`src/rtl/core/trd_pkg.sv`:
```
// ----------------------------------------------------------------------------
// trd_pkg: shared types and constants of the TGA pixel decoder
// Register indexes, pixel format codes and the controller/datapath links.
// ----------------------------------------------------------------------------
package trd_pkg;

  localparam int unsigned CfgIdxW   = 2;
  localparam int unsigned CfgDataW  = 27;
  localparam int unsigned TotalW    = 27;
  localparam int unsigned IndexW    = 26;
  localparam int unsigned PixelW    = 32;
  localparam int unsigned RunW      = 8;

  // Hard ceiling on the pixel total (2^26)
  localparam longint unsigned PixelLimit = 64'd67108864;

  // Configuration register indexes
  localparam logic [CfgIdxW-1:0] CFG_PIXEL_FORMAT = 2'd0;
  localparam logic [CfgIdxW-1:0] CFG_COMPRESSED   = 2'd1;
  localparam logic [CfgIdxW-1:0] CFG_PIXEL_TOTAL  = 2'd2;

  // Pixel format codes; any other code decodes as BGRA
  localparam logic [1:0] FMT_GREY = 2'd0;
  localparam logic [1:0] FMT_BGR  = 2'd1;
  localparam logic [1:0] FMT_BGRA = 2'd2;

  // Result pixel counts
  localparam logic [1:0] COUNT_ONE = 2'd1;
  localparam logic [1:0] COUNT_TWO = 2'd2;

  // Commands from the controller to the datapath
  typedef struct packed {
    logic accept;   // input transfer this cycle
    logic emit;     // load the next result into the output register
  } trd_cmd_t;

  // Status from the datapath to the controller
  typedef struct packed {
    logic pixel_done;   // the presented byte completes a pixel
    logic last_emit;    // the pending result is the final one of this byte
  } trd_status_t;

endpackage

```
`src/rtl/core/trd_ctrl.sv`:
```
// ----------------------------------------------------------------------------
// trd_ctrl: decoder sequencer
// Two-state machine: take bytes, or emit the pixel pairs of one byte.
// Owns the output valid flag and both stall/valid handshakes.
// ----------------------------------------------------------------------------
module trd_ctrl
  import trd_pkg::*;
(
  input  logic        clk_i,
  input  logic        rst_ni,
  input  logic        in_valid_i,
  output logic        in_stall_o,
  output logic        out_valid_o,
  input  logic        out_stall_i,
  input  trd_status_t status_i,
  output trd_cmd_t    cmd_o
);

  typedef enum logic [1:0] {
    ST_ACCEPT = 2'b01,
    ST_EMIT   = 2'b10
  } state_e;

  state_e state_q, state_d;
  logic   out_valid_q, out_valid_d;
  logic   slot_free;

  assign slot_free   = !out_valid_q || !out_stall_i;
  assign in_stall_o  = (state_q != ST_ACCEPT);
  assign out_valid_o = out_valid_q;

  always_comb begin
    cmd_o.accept = 1'b0;
    cmd_o.emit   = 1'b0;
    state_d      = state_q;
    case (state_q)
      ST_ACCEPT: begin
        cmd_o.accept = in_valid_i;
        if (in_valid_i && status_i.pixel_done) begin
          state_d = ST_EMIT;
        end
      end
      ST_EMIT: begin
        cmd_o.emit = slot_free;
        if (slot_free && status_i.last_emit) begin
          state_d = ST_ACCEPT;
        end
      end
      default: begin
        state_d = ST_ACCEPT;
      end
    endcase
  end

  // Hold the result until the transfer, reload when a new one is emitted
  always_comb begin
    out_valid_d = out_valid_q;
    if (cmd_o.emit) begin
      out_valid_d = 1'b1;
    end else if (out_valid_q && !out_stall_i) begin
      out_valid_d = 1'b0;
    end
  end

  always_ff @(posedge clk_i or negedge rst_ni) begin
    if (!rst_ni) begin
      state_q     <= ST_ACCEPT;
      out_valid_q <= 1'b0;
    end else begin
      state_q     <= state_d;
      out_valid_q <= out_valid_d;
    end
  end

  a_enter_emit: assert property (@(posedge clk_i) disable iff (!rst_ni)
    (cmd_o.accept && status_i.pixel_done) |=> (state_q == ST_EMIT))
    else $error("pixel-completing byte did not start emission");

  a_leave_emit: assert property (@(posedge clk_i) disable iff (!rst_ni)
    (cmd_o.emit && status_i.last_emit) |=> (state_q == ST_ACCEPT && out_valid_q))
    else $error("final result did not return to accept with output loaded");

  a_no_emit_idle: assert property (@(posedge clk_i) disable iff (!rst_ni)
    (state_q == ST_ACCEPT) |-> !cmd_o.emit)
    else $error("emit issued while taking bytes");

endmodule

```
`src/rtl/core/trd_datapath.sv`:
```
// ----------------------------------------------------------------------------
// trd_datapath: decode state, pixel assembly and result register
// Packet header parsing, byte gathering, BGR(A) swap, run expansion in pairs.
// ----------------------------------------------------------------------------
module trd_datapath
  import trd_pkg::*;
#(
  parameter int unsigned MAX_SIDE = 8192
)(
  input  logic                clk_i,
  input  logic                rst_ni,
  input  trd_cmd_t            cmd_i,
  output trd_status_t         status_o,
  input  logic                action_i,
  input  logic [7:0]          data_byte_i,
  input  logic                cfg_we_i,
  input  logic [CfgIdxW-1:0]  cfg_index_i,
  input  logic [CfgDataW-1:0] cfg_data_i,
  output logic [PixelW-1:0]   first_pixel_o,
  output logic [PixelW-1:0]   second_pixel_o,
  output logic [1:0]          pixel_count_o,
  output logic [IndexW-1:0]   first_index_o,
  output logic                last_o,
  output logic                frame_done_o
);

  localparam longint unsigned SideSq   = longint'(MAX_SIDE) * longint'(MAX_SIDE);
  localparam longint unsigned CapL     = (SideSq > PixelLimit) ? PixelLimit : SideSq;
  localparam logic [TotalW-1:0] TotalCap = CapL[TotalW-1:0];

  // Configuration
  logic [1:0]        fmt_q;
  logic              comp_q;
  logic [TotalW-1:0] total_q;

  // Decode state
  logic              expect_hdr_q, expect_hdr_d;
  logic              run_mode_q, run_mode_d;
  logic [RunW-1:0]   pkt_left_q, pkt_left_d;
  logic [23:0]       gather_q, gather_d;
  logic [1:0]        slot_q, slot_d;
  logic [TotalW-1:0] written_q, written_d;
  logic              finished_q, finished_d;

  // Pending emission
  logic [PixelW-1:0] px_q, px_d;
  logic [RunW-1:0]   n_q, n_d;

  // Result register
  logic [PixelW-1:0] first_q, second_q;
  logic [1:0]        count_q;
  logic [IndexW-1:0] index_q;
  logic              last_q, done_q;

  logic [2:0]        bpp;
  logic [2:0]        slot_next;
  logic              stopped;
  logic              is_header;
  logic [PixelW-1:0] px_asm;
  logic [TotalW-1:0] left;
  logic [RunW-1:0]   run_len;
  logic [RunW-1:0]   pkt_dec;
  logic [1:0]        emit_cnt;
  logic [TotalW-1:0] written_add;

  always_comb begin
    case (fmt_q)
      FMT_GREY: bpp = 3'd1;
      FMT_BGR:  bpp = 3'd3;
      default:  bpp = 3'd4;
    endcase
  end

  assign slot_next = {1'b0, slot_q} + 3'd1;
  assign stopped   = finished_q || (written_q >= total_q);
  assign is_header = comp_q && expect_hdr_q;

  assign status_o.pixel_done = !action_i && !stopped && !is_header && (slot_next >= bpp);
  assign status_o.last_emit  = (n_q <= RunW'(2));

  // Swap B,G,R(,A) into R,G,B(,A)
  always_comb begin
    case (bpp)
      3'd1:    px_asm = {24'd0, data_byte_i};
      3'd3:    px_asm = {8'd0, gather_q[7:0], gather_q[15:8], data_byte_i};
      default: px_asm = {data_byte_i, gather_q[7:0], gather_q[15:8], gather_q[23:16]};
    endcase
  end

  assign left    = total_q - written_q;
  assign pkt_dec = (pkt_left_q != '0) ? pkt_left_q - RunW'(1) : '0;

  always_comb begin
    run_len = (pkt_left_q == '0) ? RunW'(1) : pkt_left_q;
    if (TotalW'(run_len) > left) begin
      run_len = left[RunW-1:0];
    end
  end

  assign emit_cnt    = (n_q >= RunW'(2)) ? COUNT_TWO : COUNT_ONE;
  assign written_add = written_q + TotalW'(emit_cnt);

  always_comb begin
    expect_hdr_d = expect_hdr_q;
    run_mode_d   = run_mode_q;
    pkt_left_d   = pkt_left_q;
    gather_d     = gather_q;
    slot_d       = slot_q;
    written_d    = written_q;
    finished_d   = finished_q;
    px_d         = px_q;
    n_d          = n_q;
    if (cmd_i.accept) begin
      if (action_i) begin
        expect_hdr_d = 1'b1;
        run_mode_d   = 1'b0;
        pkt_left_d   = '0;
        gather_d     = '0;
        slot_d       = '0;
        written_d    = '0;
        finished_d   = 1'b0;
      end else if (stopped) begin
        finished_d = 1'b1;
      end else if (is_header) begin
        pkt_left_d   = {1'b0, data_byte_i[6:0]} + RunW'(1);
        run_mode_d   = data_byte_i[7];
        expect_hdr_d = 1'b0;
        gather_d     = '0;
        slot_d       = '0;
      end else if (slot_next < bpp) begin
        case (slot_q)
          2'd0:    gather_d[7:0]   = gather_q[7:0]   | data_byte_i;
          2'd1:    gather_d[15:8]  = gather_q[15:8]  | data_byte_i;
          2'd2:    gather_d[23:16] = gather_q[23:16] | data_byte_i;
          default: gather_d        = gather_q;
        endcase
        slot_d = slot_next[1:0];
      end else begin
        px_d     = px_asm;
        gather_d = '0;
        slot_d   = '0;
        if (comp_q && run_mode_q) begin
          n_d          = run_len;
          pkt_left_d   = '0;
          expect_hdr_d = 1'b1;
        end else begin
          n_d = RunW'(1);
          if (comp_q) begin
            pkt_left_d   = pkt_dec;
            expect_hdr_d = (pkt_dec == '0);
          end
        end
      end
    end else if (cmd_i.emit) begin
      // advance the run by one result
      written_d = written_add;
      n_d       = n_q - RunW'(emit_cnt);
      if (written_add >= total_q) begin
        finished_d = 1'b1;
      end
    end
  end

  always_ff @(posedge clk_i or negedge rst_ni) begin
    if (!rst_ni) begin
      fmt_q   <= FMT_BGRA;
      comp_q  <= 1'b1;
      total_q <= TotalW'(1);
    end else if (cfg_we_i) begin
      case (cfg_index_i)
        CFG_PIXEL_FORMAT: fmt_q  <= cfg_data_i[1:0];
        CFG_COMPRESSED:   comp_q <= cfg_data_i[0];
        CFG_PIXEL_TOTAL:  total_q <= (cfg_data_i[TotalW-1:0] > TotalCap) ?
                                     TotalCap : cfg_data_i[TotalW-1:0];
        default: ;
      endcase
    end
  end

  always_ff @(posedge clk_i or negedge rst_ni) begin
    if (!rst_ni) begin
      expect_hdr_q <= 1'b1;
      run_mode_q   <= 1'b0;
      pkt_left_q   <= '0;
      gather_q     <= '0;
      slot_q       <= '0;
      written_q    <= '0;
      finished_q   <= 1'b0;
      n_q          <= '0;
    end else begin
      expect_hdr_q <= expect_hdr_d;
      run_mode_q   <= run_mode_d;
      pkt_left_q   <= pkt_left_d;
      gather_q     <= gather_d;
      slot_q       <= slot_d;
      written_q    <= written_d;
      finished_q   <= finished_d;
      n_q          <= n_d;
    end
  end

  always_ff @(posedge clk_i) begin
    px_q <= px_d;
    if (cmd_i.emit) begin
      first_q  <= px_q;
      second_q <= (emit_cnt == COUNT_TWO) ? px_q : '0;
      count_q  <= emit_cnt;
      index_q  <= written_q[IndexW-1:0];
      last_q   <= status_o.last_emit;
      done_q   <= (written_add >= total_q);
    end
  end

  assign first_pixel_o  = first_q;
  assign second_pixel_o = second_q;
  assign pixel_count_o  = count_q;
  assign first_index_o  = index_q;
  assign last_o         = last_q;
  assign frame_done_o   = done_q;

endmodule

```
`src/rtl/core/tga_rle_pixel_decoder.sv`:
```
// ----------------------------------------------------------------------------
// tga_rle_pixel_decoder: TGA pixel-data byte stream to RGB(A) pixels
// Run-length or plain decode, BGR(A) swap, up to two pixels per result.
//
//   Channel  Direction  Handshake               Payload
//   input    in         in_valid_i/in_stall_o   action_i, data_byte_i
//   output   out        out_valid_o/out_stall_i pixels, count, index, flags
//   config   in         cfg_we_i                cfg_index_i, cfg_data_i
//
// A byte that completes a pixel yields n pixels (up to 128 for a run
// packet); the result emitter loads them into the output register in
// results of up to two pixels, one result per cycle while the output
// does not stall.
// in_stall_o is high while a byte's results are emitted.
// rst_ni clears the decode state and loads the register reset values.
// ----------------------------------------------------------------------------
module tga_rle_pixel_decoder
  import trd_pkg::*;
#(
  parameter int unsigned MAX_SIDE = 8192
)(
  input  logic                clk_i,
  input  logic                rst_ni,
  input  logic                in_valid_i,
  output logic                in_stall_o,
  input  logic                action_i,
  input  logic [7:0]          data_byte_i,
  output logic                out_valid_o,
  input  logic                out_stall_i,
  output logic [PixelW-1:0]   first_pixel_o,
  output logic [PixelW-1:0]   second_pixel_o,
  output logic [1:0]          pixel_count_o,
  output logic [IndexW-1:0]   first_index_o,
  output logic                last_o,
  output logic                frame_done_o,
  input  logic                cfg_we_i,
  input  logic [CfgIdxW-1:0]  cfg_index_i,
  input  logic [CfgDataW-1:0] cfg_data_i
);

  trd_cmd_t    cmd;
  trd_status_t status;

  trd_ctrl u_ctrl (
    .clk_i       (clk_i),
    .rst_ni      (rst_ni),
    .in_valid_i  (in_valid_i),
    .in_stall_o  (in_stall_o),
    .out_valid_o (out_valid_o),
    .out_stall_i (out_stall_i),
    .status_i    (status),
    .cmd_o       (cmd)
  );

  trd_datapath #(
    .MAX_SIDE (MAX_SIDE)
  ) u_datapath (
    .clk_i          (clk_i),
    .rst_ni         (rst_ni),
    .cmd_i          (cmd),
    .status_o       (status),
    .action_i       (action_i),
    .data_byte_i    (data_byte_i),
    .cfg_we_i       (cfg_we_i),
    .cfg_index_i    (cfg_index_i),
    .cfg_data_i     (cfg_data_i),
    .first_pixel_o  (first_pixel_o),
    .second_pixel_o (second_pixel_o),
    .pixel_count_o  (pixel_count_o),
    .first_index_o  (first_index_o),
    .last_o         (last_o),
    .frame_done_o   (frame_done_o)
  );

endmodule

```
`config.mk`:
```
export PLATFORM = sky130hd
export DESIGN_NAME = tga_rle_pixel_decoder
export DESIGN_NICKNAME = d
export VERILOG_FILES = /design/src/rtl/core/trd_pkg.sv /design/src/rtl/core/trd_ctrl.sv /design/src/rtl/core/trd_datapath.sv /design/src/rtl/core/tga_rle_pixel_decoder.sv
export SDC_FILE = /design/constraint.sdc
export NUM_CORES = 1
export LEC_CHECK = 0
export BUFFER_PORTS_ARGS = -buffer_cell sky130_fd_sc_hd__clkbuf_2
export CORE_ASPECT_RATIO = 1.75
export CORE_UTILIZATION = 48
export DETAILED_ROUTE_END_ITERATION = 7
export PLACE_DENSITY_LB_ADDON = 0.15
export SLEW_MARGIN = 20
export SYNTH_ARGS = -nofsm -noshare
export SYNTH_HDL_FRONTEND = slang
export SYNTH_HIERARCHICAL = 1
export SYNTH_SLANG_ARGS = --single-unit
```
`constraint.sdc`:
```
create_clock -name clk_i -period 6.37 [get_ports clk_i]
set_input_delay 1.274 -clock clk_i [delete_from_list [all_inputs] [get_ports clk_i]]
set_output_delay 1.274 -clock clk_i [all_outputs]
set_load 0.02 [all_outputs]
```
Word level (Yosys, flattened, before mapping)
Cells that the tools add are included.

cells by class
  bitwise operators = 7
  muxes and demuxes = 55
  $lt $le $gt $ge = 8
  $add $sub $neg = 6
  shifts and indexed selects = 0
  equality and inequality tests = 24
  $mul = 0
  divide/modulo/power cells = 0
  reductions and logical operators = 40

operators by type and width
  kind                                                                    count
  8-bit two-way mux                                                       19
  27-bit two-way mux                                                      4
  24-bit two-way mux                                                      4
  32-bit one-hot mux with 2 select lines                                  1
  27-bit >= comparator                                                    2
  27-bit by 2-bit adder with 27-bit output                                1
  27-bit greater-than comparator (second input constant)                  1
  8-bit by 27-bit greater-than comparator with 1-bit output               1
  27-bit subtractor                                                       1
  8-bit OR                                                                3
  1-bit two-way mux                                                       18
  8-bit zero test                                                         2
  3-bit AND reduction                                                     5
  2-bit two-way mux                                                       7
  2-bit != test (second input constant)                                   6
  4-bit by 3-bit != test with 1-bit output (second input constant)        3
  2-bit AND reduction                                                     6
  5-bit AND reduction                                                     2
  7-bit by 1-bit adder with 8-bit output (second input constant)          1
  2-bit by 1-bit == test with 1-bit output (second input constant)        4
  2-bit == test (second input constant)                                   4
  8-bit by 2-bit >= comparator with 1-bit output (second input constant)  1
  8-bit by 2-bit <= comparator with 1-bit output (second input constant)  1
  1-bit logical AND                                                       8
  other kinds (19)                                                        35

word-level totals
  memories kept = 0
  bits of input ports = 43
  RAM bits = 0
  output and inout bits = 96
  memory bits (read-only) = 0
  bits in latches = 0
  logic and storage cells = 162
  bits in registers = 231

Logic depth before layout (Yosys ltp)
Gate-level depths: netlist of run 1.

  depth in word-level cells = 10
  gate-level depth with buffers = 22
  mapped depth without buffers = 20

Modules after synthesis
The synthesis of run 1 kept the hierarchy.

by module, submodules not included
  module        cells an instance  times used  seq. area each (µm²)  area an instance (µm²)
  trd_datapath  1148               1           6341.1                12223.0
  trd_ctrl      15                 1           76.3                  143.9

Worst setup path before layout of run 1
No wires, ideal clock.

  path type = flip-flop to flip-flop
  from = reg u_datapath.n_q[6]
  to = reg u_datapath.done_q (netlist: u_datapath/frame_done_o), data pin
  period minus slack after synthesis = 5169 ps
  cell stages (with the launch flop) = 21
  data required time = 6108 ps
  path buffers = 2
  setup slack = 1201 ps
  arrival time = 4907 ps
  library setup time = 262 ps
  cell sequence = dfrtp_1 > or3_1 > or4_1 > nor2_1 > clkbuf_1 > inv_1 > ha_1 > a21o_1 > and2_1 > buf_2 > nand2_1 > nor4_2 > nand3_1 > nor4_1 > xnor2_1 > ha_1 > a21oi_1 > nand2_1 > o31ai_1 > a21oi_1 > or2_2

between the ends
  cells in the longest elaborated chain, start to end = 4

RTL lines
  item                                            line                 text
  start: declaration                              trd_datapath.sv:47   logic [RunW-1:0] n_q, n_d;
  start signal: assignment                        trd_datapath.sv:198  n_q <= n_d;
  8-bit by 2-bit >= comparator with 1-bit output  trd_datapath.sv:100  assign emit_cnt = (n_q >= RunW'(2)) ? COUNT_TWO : COUNT_ONE;
  2-bit two-way mux                               trd_datapath.sv:100
  named net u_datapath.emit_cnt[0]                trd_datapath.sv:63   logic [1:0] emit_cnt;
  27-bit by 2-bit adder with 27-bit output        trd_datapath.sv:101  assign written_add = written_q + TotalW'(emit_cnt);
  27-bit >= comparator                            trd_datapath.sv:210  done_q <= (written_add >= total_q);
  end signal: assignment                          trd_datapath.sv:210
  end: declaration                                trd_datapath.sv:53   logic last_q, done_q;

The timed path passes the listed nets, and every way through them passes these cells.
A chain may end at the register's enable or synchronous reset.

Worst setup path after layout of run 1
Same ends and word-level chain as after synthesis.

==> results of run 1 <==
[synth_stat cells, drive strengths merged, types with 10 or more instances]
master,count
buf,13
nor3,17
xor2,13
inv,81
or3,12
o21ai,57
xnor2,33
a21o,16
mux2,12
nor2b,57
a22o,41
a31oi,36
ha,76
nand4,25
nor4,12
a21oi,64
nor2,76
edfxtp,126
clkbuf,41
nand3,28
nand2,80
dfrtp,100
o21a,14
o21bai,10
and2,11
[critical path: stages, from the launching register on]
cell and delay [ns]:
dfrtp_1 0.40, or3_1 0.41, or4_1 0.45, nor2_2 0.29, inv_1 0.14, ha_1 0.30, a21o_1 0.14, and2_1 0.24
nand2_1 0.14, nor4_2 0.42, nand3_1 0.37, nor4_1 0.38, xnor2_1 0.19, ha_1 0.28, a21oi_1 0.16, nand2_1 0.07
o31ai_1 0.48, a21oi_1 0.11, or2_2 0.28
[state kept, by name, summed over array words and instances (netlist names)]
| register | flops |
|---|---|
| u_datapath/first_pixel_o | 32 |
| u_datapath/px_q | 32 |
| u_datapath/second_pixel_o | 32 |
| u_datapath/total_q | 27 |
| u_datapath/written_q | 27 |
| u_datapath/first_index_o | 26 |
| u_datapath/gather_q | 24 |
| u_datapath/n_q | 8 |
| u_datapath/pkt_left_q | 8 |
| u_ctrl/state_q | 2 |
| u_datapath/fmt_q | 2 |
| u_datapath/pixel_count_o | 2 |
| u_datapath/slot_q | 2 |
| u_ctrl/out_valid_o | 1 |
| u_datapath/comp_q | 1 |
| u_datapath/expect_hdr_q | 1 |
| u_datapath/finished_q | 1 |
| u_datapath/frame_done_o | 1 |
| u_datapath/last_o | 1 |
| u_datapath/run_mode_q | 1 |
[path summary, 6_finish.rpt]
path                                                end  slack (ns)
max                             u_datapath/frame_done_o        0.84
min                        u_datapath/first_pixel_o[14]        0.44
max reg2reg                     u_datapath/frame_done_o        0.84
min reg2reg                u_datapath/first_pixel_o[14]        0.44
max in group asynchronous        u_datapath/gather_q[6]        4.41
min in group asynchronous        u_datapath/total_q[24]        0.77
[per-layer routing]
metal	vias to the layer above	track usage	wire, um
met5	-	0	0
met3	97	0.0242	1030
met4	0	0.150	2030
met2	246	0.456	17200
met1	4536	0.255	10900
li1	4501	-	-
[logic make-up after synthesis]
group,after synthesis,share of synthesized area
mux,15,0.0134
xor+xnor,46,0.0326
flops,231,0.519
buf+inv,135,0.0431
compound gates,296,0.159
simple gates,361,0.151
fa+ha+maj,79,0.0817
[power groups by stage]
stage | sequential (W) | clock, W | combinational, W
2_1_floorplan | 0.00190 | 0 | 0.00106
3_3_place_gp | 0.00195 | 0 | 0.00139
3_5_place_dp | 0.00196 | 0 | 0.00140
4_1_cts | 0.00193 | 0.00132 | 0.00141
5_1_grt | 0.00195 | 0.00136 | 0.00159
6_report | 0.00193 | 0.00128 | 0.00142
[area by class of cell]
class	instances	area, um2
clock inverter	15	119
clock buffer	25	583
fill	2287	11200
inverter	81	304
sequential	231	6420
tap	316	395
timing repair buffer	150	783
multi-input combinational	797	5450
[through the flow]
step            util  power (W)  hold WS [ns]  std cells  setup slack (ns)
2_1_floorplan      -    0.00296         0.418       1163              1.20
3_3_place_gp   0.529    0.00333         0.420       1575             0.947
3_5_place_dp   0.529    0.00336         0.425       1575             0.850
4_1_cts        0.557    0.00465         0.440       1615             0.822
5_1_grt        0.557    0.00491         0.446       1615             0.463
6_report       0.557    0.00462         0.438       1615             0.841
==> run metrics, run 1 <==
Reg2Reg Depth=18; fin crit share=0.868; Yosys reg bits=231; Resized Gates After CTS=0; Switching Share=0.344; Flop pwr share=0.417; syn_area_per_cell=10.6 um2; clock group share of total power=0.276; 1st-iter DRT viols=478; TNS Setup=0 ns; synthesized netlist cell count=1,163; Post-CTS Repair Setup Buffers=0; total CTS buffers=22; Cell Area, Synth=12,400 um2; worst slew pin tran=1.07 ns; Worst-path clk slew=0.07 ns; max cap viols=0; Synth Flop Type=edfxtp_1; crit path DAT=5.80 ns; Net Switching=0.00159 W; P_int=0.00303 W; register area share after synthesis=0.519; Initial Util=0.490; die footprint=26,400 um2; ant diodes=0; first-pass GRT wire length=50,000 um; fraction of layout cells with a size suffix above 1=0.169; CP Launch Point=u_datapath/n_q[6]; final net count=1,405; die height=214 um; row count=77; unrepaired setup endpoints after global routing=false; DR vias/cell=5.81; Hold Path Depth=0; Leakage=5.88 nW; Min-Delay Path Class=register to register; Overflow after GRT=0; DIE WIDTH=123 um; CP Class=register to register; Initial DRT Pass Iterations=5; top post-synthesis cells by area=edfxtp_1 31%, dfrtp_1 20%, ha_1 7.7%, a22o_1 2.9%, nor2b_1 2.9%; GR Util All Layers=0.245; drt drc=0; Root Buffer=clkbuf_16; H-tree levels=1; # clock sinks=231; leading cell type in the layout, fill and taps excluded=clkbuf_2; GPL Wtd Cong=0.910; worst-skew pair later-pin latency=0.53 ns; clock skew=0.0202 ns; initial antenna violation count=0; Core Area=25,200 um2; Max FO, Critical Path=7; Finished Cell Area=14,100 um2; VDD IR-drop max=0.000230 V; Vias=9,380; commonest non-fill, non-tap cells in the layout=137 x clkbuf_2, 126 x edfxtp_1, 100 x dfrtp_1, 80 x inv_1, 80 x nand2_1; CP Data Required Time=6.64 ns; drt total wl=31,200 um; largest net degree at the start of global routing=72; reg2reg start=u_datapath/n_q[6]; Startpoint Class=register; Critical Path End Type=register; fmax=0.181 GHz; Ys Warns=6; IO Count=139; DP Area=13,300 um2; area leader, netlist=edfxtp_1; CTS tree=yes; final hold violations=0; HP Start=u_datapath/px_q[14]; hpwl dp=23,700 um; Pwr per Cell Area=329 nW/um2; Logic pwr share=0.307; Post-DRT Antenna Nets=0; min Tclk post-route=5.53 ns; vias in the first global route=9,399; cts hold-fix bufs=0; drt wl/cell=19.3 um; Synth cell types=70; Slew HR=0.283; IO Port Bufs=138; asr flop ratio synth=0.455; P&R area growth vs syn=13.6%; status=complete, no violations; post-synth top area share=0.306; worst-case clock buffer depth=3; Post-synth EDFFs=126; Net Count, Synth=1,285; Slew Limit Fails=0; Setup-failing EPs final=0
Note: power is estimated with default switching activity, not from simulation.
==> run 2: changes to the inputs <==
--- a/config.mk
+++ b/config.mk
@@ -5,9 +5,11 @@
 export SDC_FILE = /design/constraint.sdc
 export NUM_CORES = 1
 export LEC_CHECK = 0
+export ABC_AREA = 1
 export BUFFER_PORTS_ARGS = -buffer_cell sky130_fd_sc_hd__clkbuf_2
 export CORE_ASPECT_RATIO = 1.75
 export CORE_UTILIZATION = 48
+export CTS_CLUSTER_DIAMETER = 200
 export DETAILED_ROUTE_END_ITERATION = 7
 export PLACE_DENSITY_LB_ADDON = 0.15
 export SLEW_MARGIN = 20
==> run 2 against run 1 <==
Net effect: critical path depth up 10; utilization about the same; routed wire length up 13%; non-clock buffer count shrank 5; total power grew 4.3%; global-route usage is 1.8 points higher; design area rose by 5.4%.
==> run metrics, run 2 <==
top post-synthesis cells by area=edfxtp_1 29%, dfrtp_1 19%, nand2_1 10%, inv_1 8.5%, ha_1 7.3%; total CTS buffers=23 (+4.5%); Fill cells=2,522 (+10%); Overflow after GRT=0 (unchanged); H-tree levels=1 (unchanged); Net Count, Synth=1,669 (+30%); flop2flop setup slack=1.92 ns (+1.08 ns); worst-skew pair later-pin latency=0.54 ns (about the same); Switching Share=0.361 (+0.0168); GR Util All Layers=0.263 (+0.0175); row count=79 (+2.6%); initial antenna violation count=0 (unchanged); CTS tree=yes; Yosys reg bits=231 (unchanged); VDD IR-drop max=0.000254 V (+10%); most used cell, CP=nand2_1; Post-CTS Repair Setup Buffers=0 (unchanged); area leader, netlist=edfxtp_1; synthesized netlist cell count=1,547 (+33%); worst slew pin tran=0.895 ns (-0.176 ns); hpwl dp=28,000 um (+19%); Synth cell types=50 (-29%); Max stage delay on crit path=0.42 ns (-0.06 ns); Flop pwr share=0.393 (-0.024); count leader, synth=nand2_1; Hold Path Depth=0 (unchanged); worst-case clock buffer depth=3 (unchanged); fmax=0.225 GHz (+24%); pre-CTS WS=1.97 ns (+1.11 ns); Logic pwr share=0.317 (+0.010); Initial DRT Pass Iterations=5 (unchanged); Slew HR=0.403 (+0.120); Slew Limit Fails=0 (unchanged); CP Class=register to register; final hold violations=0 (unchanged); Pwr per Cell Area=326 nW/um2 (-1.0%); Initial Util=0.489 (-0.000643); Post-DRT Antenna Nets=0 (unchanged); Min-Delay Path Class=register to register; leading cell type in the layout, fill and taps excluded=nand2_1; drt total wl=35,200 um (+13%); Max FO, Critical Path=5 (-2); multi-input logic area=5350 um2 (-1.8%); clock skew=0.0127 ns (-0.00751 ns); Reg2Reg Depth=28 (+10); Worst path slowest cell=dfrtp_1; Leakage=7.31 nW (+24%); Setup-failing EPs final=0 (unchanged); fraction of layout cells with a size suffix above 1=0.135 (-0.0347); Crit path buffers/inverters=1 (unchanged); final net count=1,805 (+28%); status=complete, no violations; syn_area_per_cell=8.41 um2 (-21%); commonest non-fill, non-tap cells in the layout=351 x nand2_1, 293 x inv_1, 137 x clkbuf_2, 132 x nor2_1, 126 x edfxtp_1; drt drc=0 (unchanged); DIE WIDTH=126 um (+2.5%); Net Switching=0.00174 W (+9.4%); commonest cells in the netlist=351 x nand2_1, 293 x inv_1, 134 x nor2_1, 126 x edfxtp_1, 101 x nand3_1; register area share after synthesis=0.493 (-0.0257); P&R area growth vs syn=13.8%; crit path DAT=4.94 ns (-0.86 ns); Post-synth EDFFs=126 (unchanged); unrepaired setup endpoints after global routing=false; largest net degree at the start of global routing=66 (-8.3%); GPL Wtd Cong=0.958 (+5.3%); DR vias/cell=5.25 (-9.6%); first-pass GRT wire length=54,900 um (+9.7%); cts hold-fix bufs=0 (unchanged); Startpoint Class=register; Crit path depth=28 (+10); Cell Area, Synth=13,000 um2 (+5.2%); vias in the first global route=10,600 (+13%); drt wl/cell=17.4 um (-9.8%); P_int=0.00308 W (+1.7%); IO Count=139 (unchanged); max cap viols=0 (unchanged); CP Data Required Time=6.86 ns (+0.22 ns); asr flop ratio synth=0.455 (unchanged); ant diodes=0 (unchanged); CP delay by family, top=simple AND/OR/NAND/NOR gates; Vias=10,600 (+13%); # clock sinks=231 (unchanged); fin crit share=0.699 (-0.169); Critical Path End Type=register; min Tclk post-route=4.45 ns (-1.08 ns); Synth Flop Type=edfxtp_1; Root Buffer=clkbuf_16; die footprint=27,800 um2 (+5.1%); clock group share of total power=0.290 (+0.014); 1st-iter DRT viols=591 (+24%); FF+latch area=6420 um2 (unchanged); Core Area=26,600 um2 (+5.3%); Final WS setup=1.92 ns (+1.08 ns); Worst-path clk slew=0.07 ns (about the same); total power=0.00482 W (+4.3%); Ys Warns=6 (unchanged); Final Core Density=0.557 (about the same); Resized Gates After CTS=0 (unchanged); IO Port Bufs=138 (unchanged); post-synth top area share=0.291 (-0.0151); TNS Setup=0 ns (unchanged); die height=220 um (+2.5%)
run 2: cell count changes after synthesis, sizes merged, moves of 16 or more:
cell	previous run	this run
nand3	28	107
o22ai	4	20
nor2	76	146
a22o	41	0
a31oi	36	4
a21oi	64	91
nand2	80	356
inv	81	297
nor2b	57	0
xnor2	33	5
o21ai	57	73
run 2: area by class of cell:
class                   instances  share of cell area
repair buffers                145              0.0504
clock buffers                  26              0.0396
clock inverters                16              0.0122
well taps                     324              0.0274
inverters                     299              0.0758
multi-input cells             983               0.361
flip-flops and latches        231               0.433
run 2: cell families (layout without fill, tap and decap cells):
kind of cell / after synthesis / count (layout) / synth area share
xor gates and xnor gates: 30 / 30 / 0.0202
and+or+nand+nor: 668 / 668 / 0.223
buffers and inverters: 333 / 486 / 0.0976
DFF: 231 / 231 / 0.493
AOI/OAI and AO/OA: 206 / 206 / 0.0879
adders and majority gates: 79 / 79 / 0.0777
run 2: routing by layer:
| metal | part of all wire | up-vias | global-route usage |
|---|---|---|---|
| met2 | 0.54 | 327 | 0.514 |
| met3 | 0.041 | 136 | 0.0282 |
| met5 | 0 | - | 0 |
| li1 | - | 5285 | - |
| met1 | 0.32 | 4880 | 0.234 |
| met4 | 0.093 | 0 | 0.231 |
run 2: path summary, 6_finish.rpt:
path | from | end
min in group asynchronous | rst_ni | u_datapath/pkt_left_q[0]
setup / recovery | u_datapath/n_q[4] | u_datapath/finished_q
setup reg to reg | u_datapath/n_q[4] | u_datapath/finished_q
max in group asynchronous | rst_ni | u_datapath/written_q[20]
hold reg to reg | u_datapath/px_q[3] | u_datapath/first_pixel_o[3]
hold / removal | u_datapath/px_q[3] | u_datapath/first_pixel_o[3]
run 2: per-stage QoR:
| step | area, um2 | hold WS (ns) | std cells |
|---|---|---|---|
| final | 14800 | 0.446 | 2024 |
| after floorplan | 13000 | 0.425 | 1547 |
| after CTS | 14800 | 0.446 | 2024 |
| after global placement | 14000 | 0.430 | 1982 |
| after detailed placement | 14000 | 0.434 | 1982 |
| after global routing | 14800 | 0.450 | 2024 |
run 2: power groups by stage:
stage	logic (W)	clock network, W	registers (W)
after CTS	0.00153	0.00143	0.00190
after detailed placement	0.00152	0	0.00193
after global routing	0.00175	0.00148	0.00192
after floorplan	0.00115	0	0.00188
final	0.00153	0.00140	0.00190
after global placement	0.00150	0	0.00192
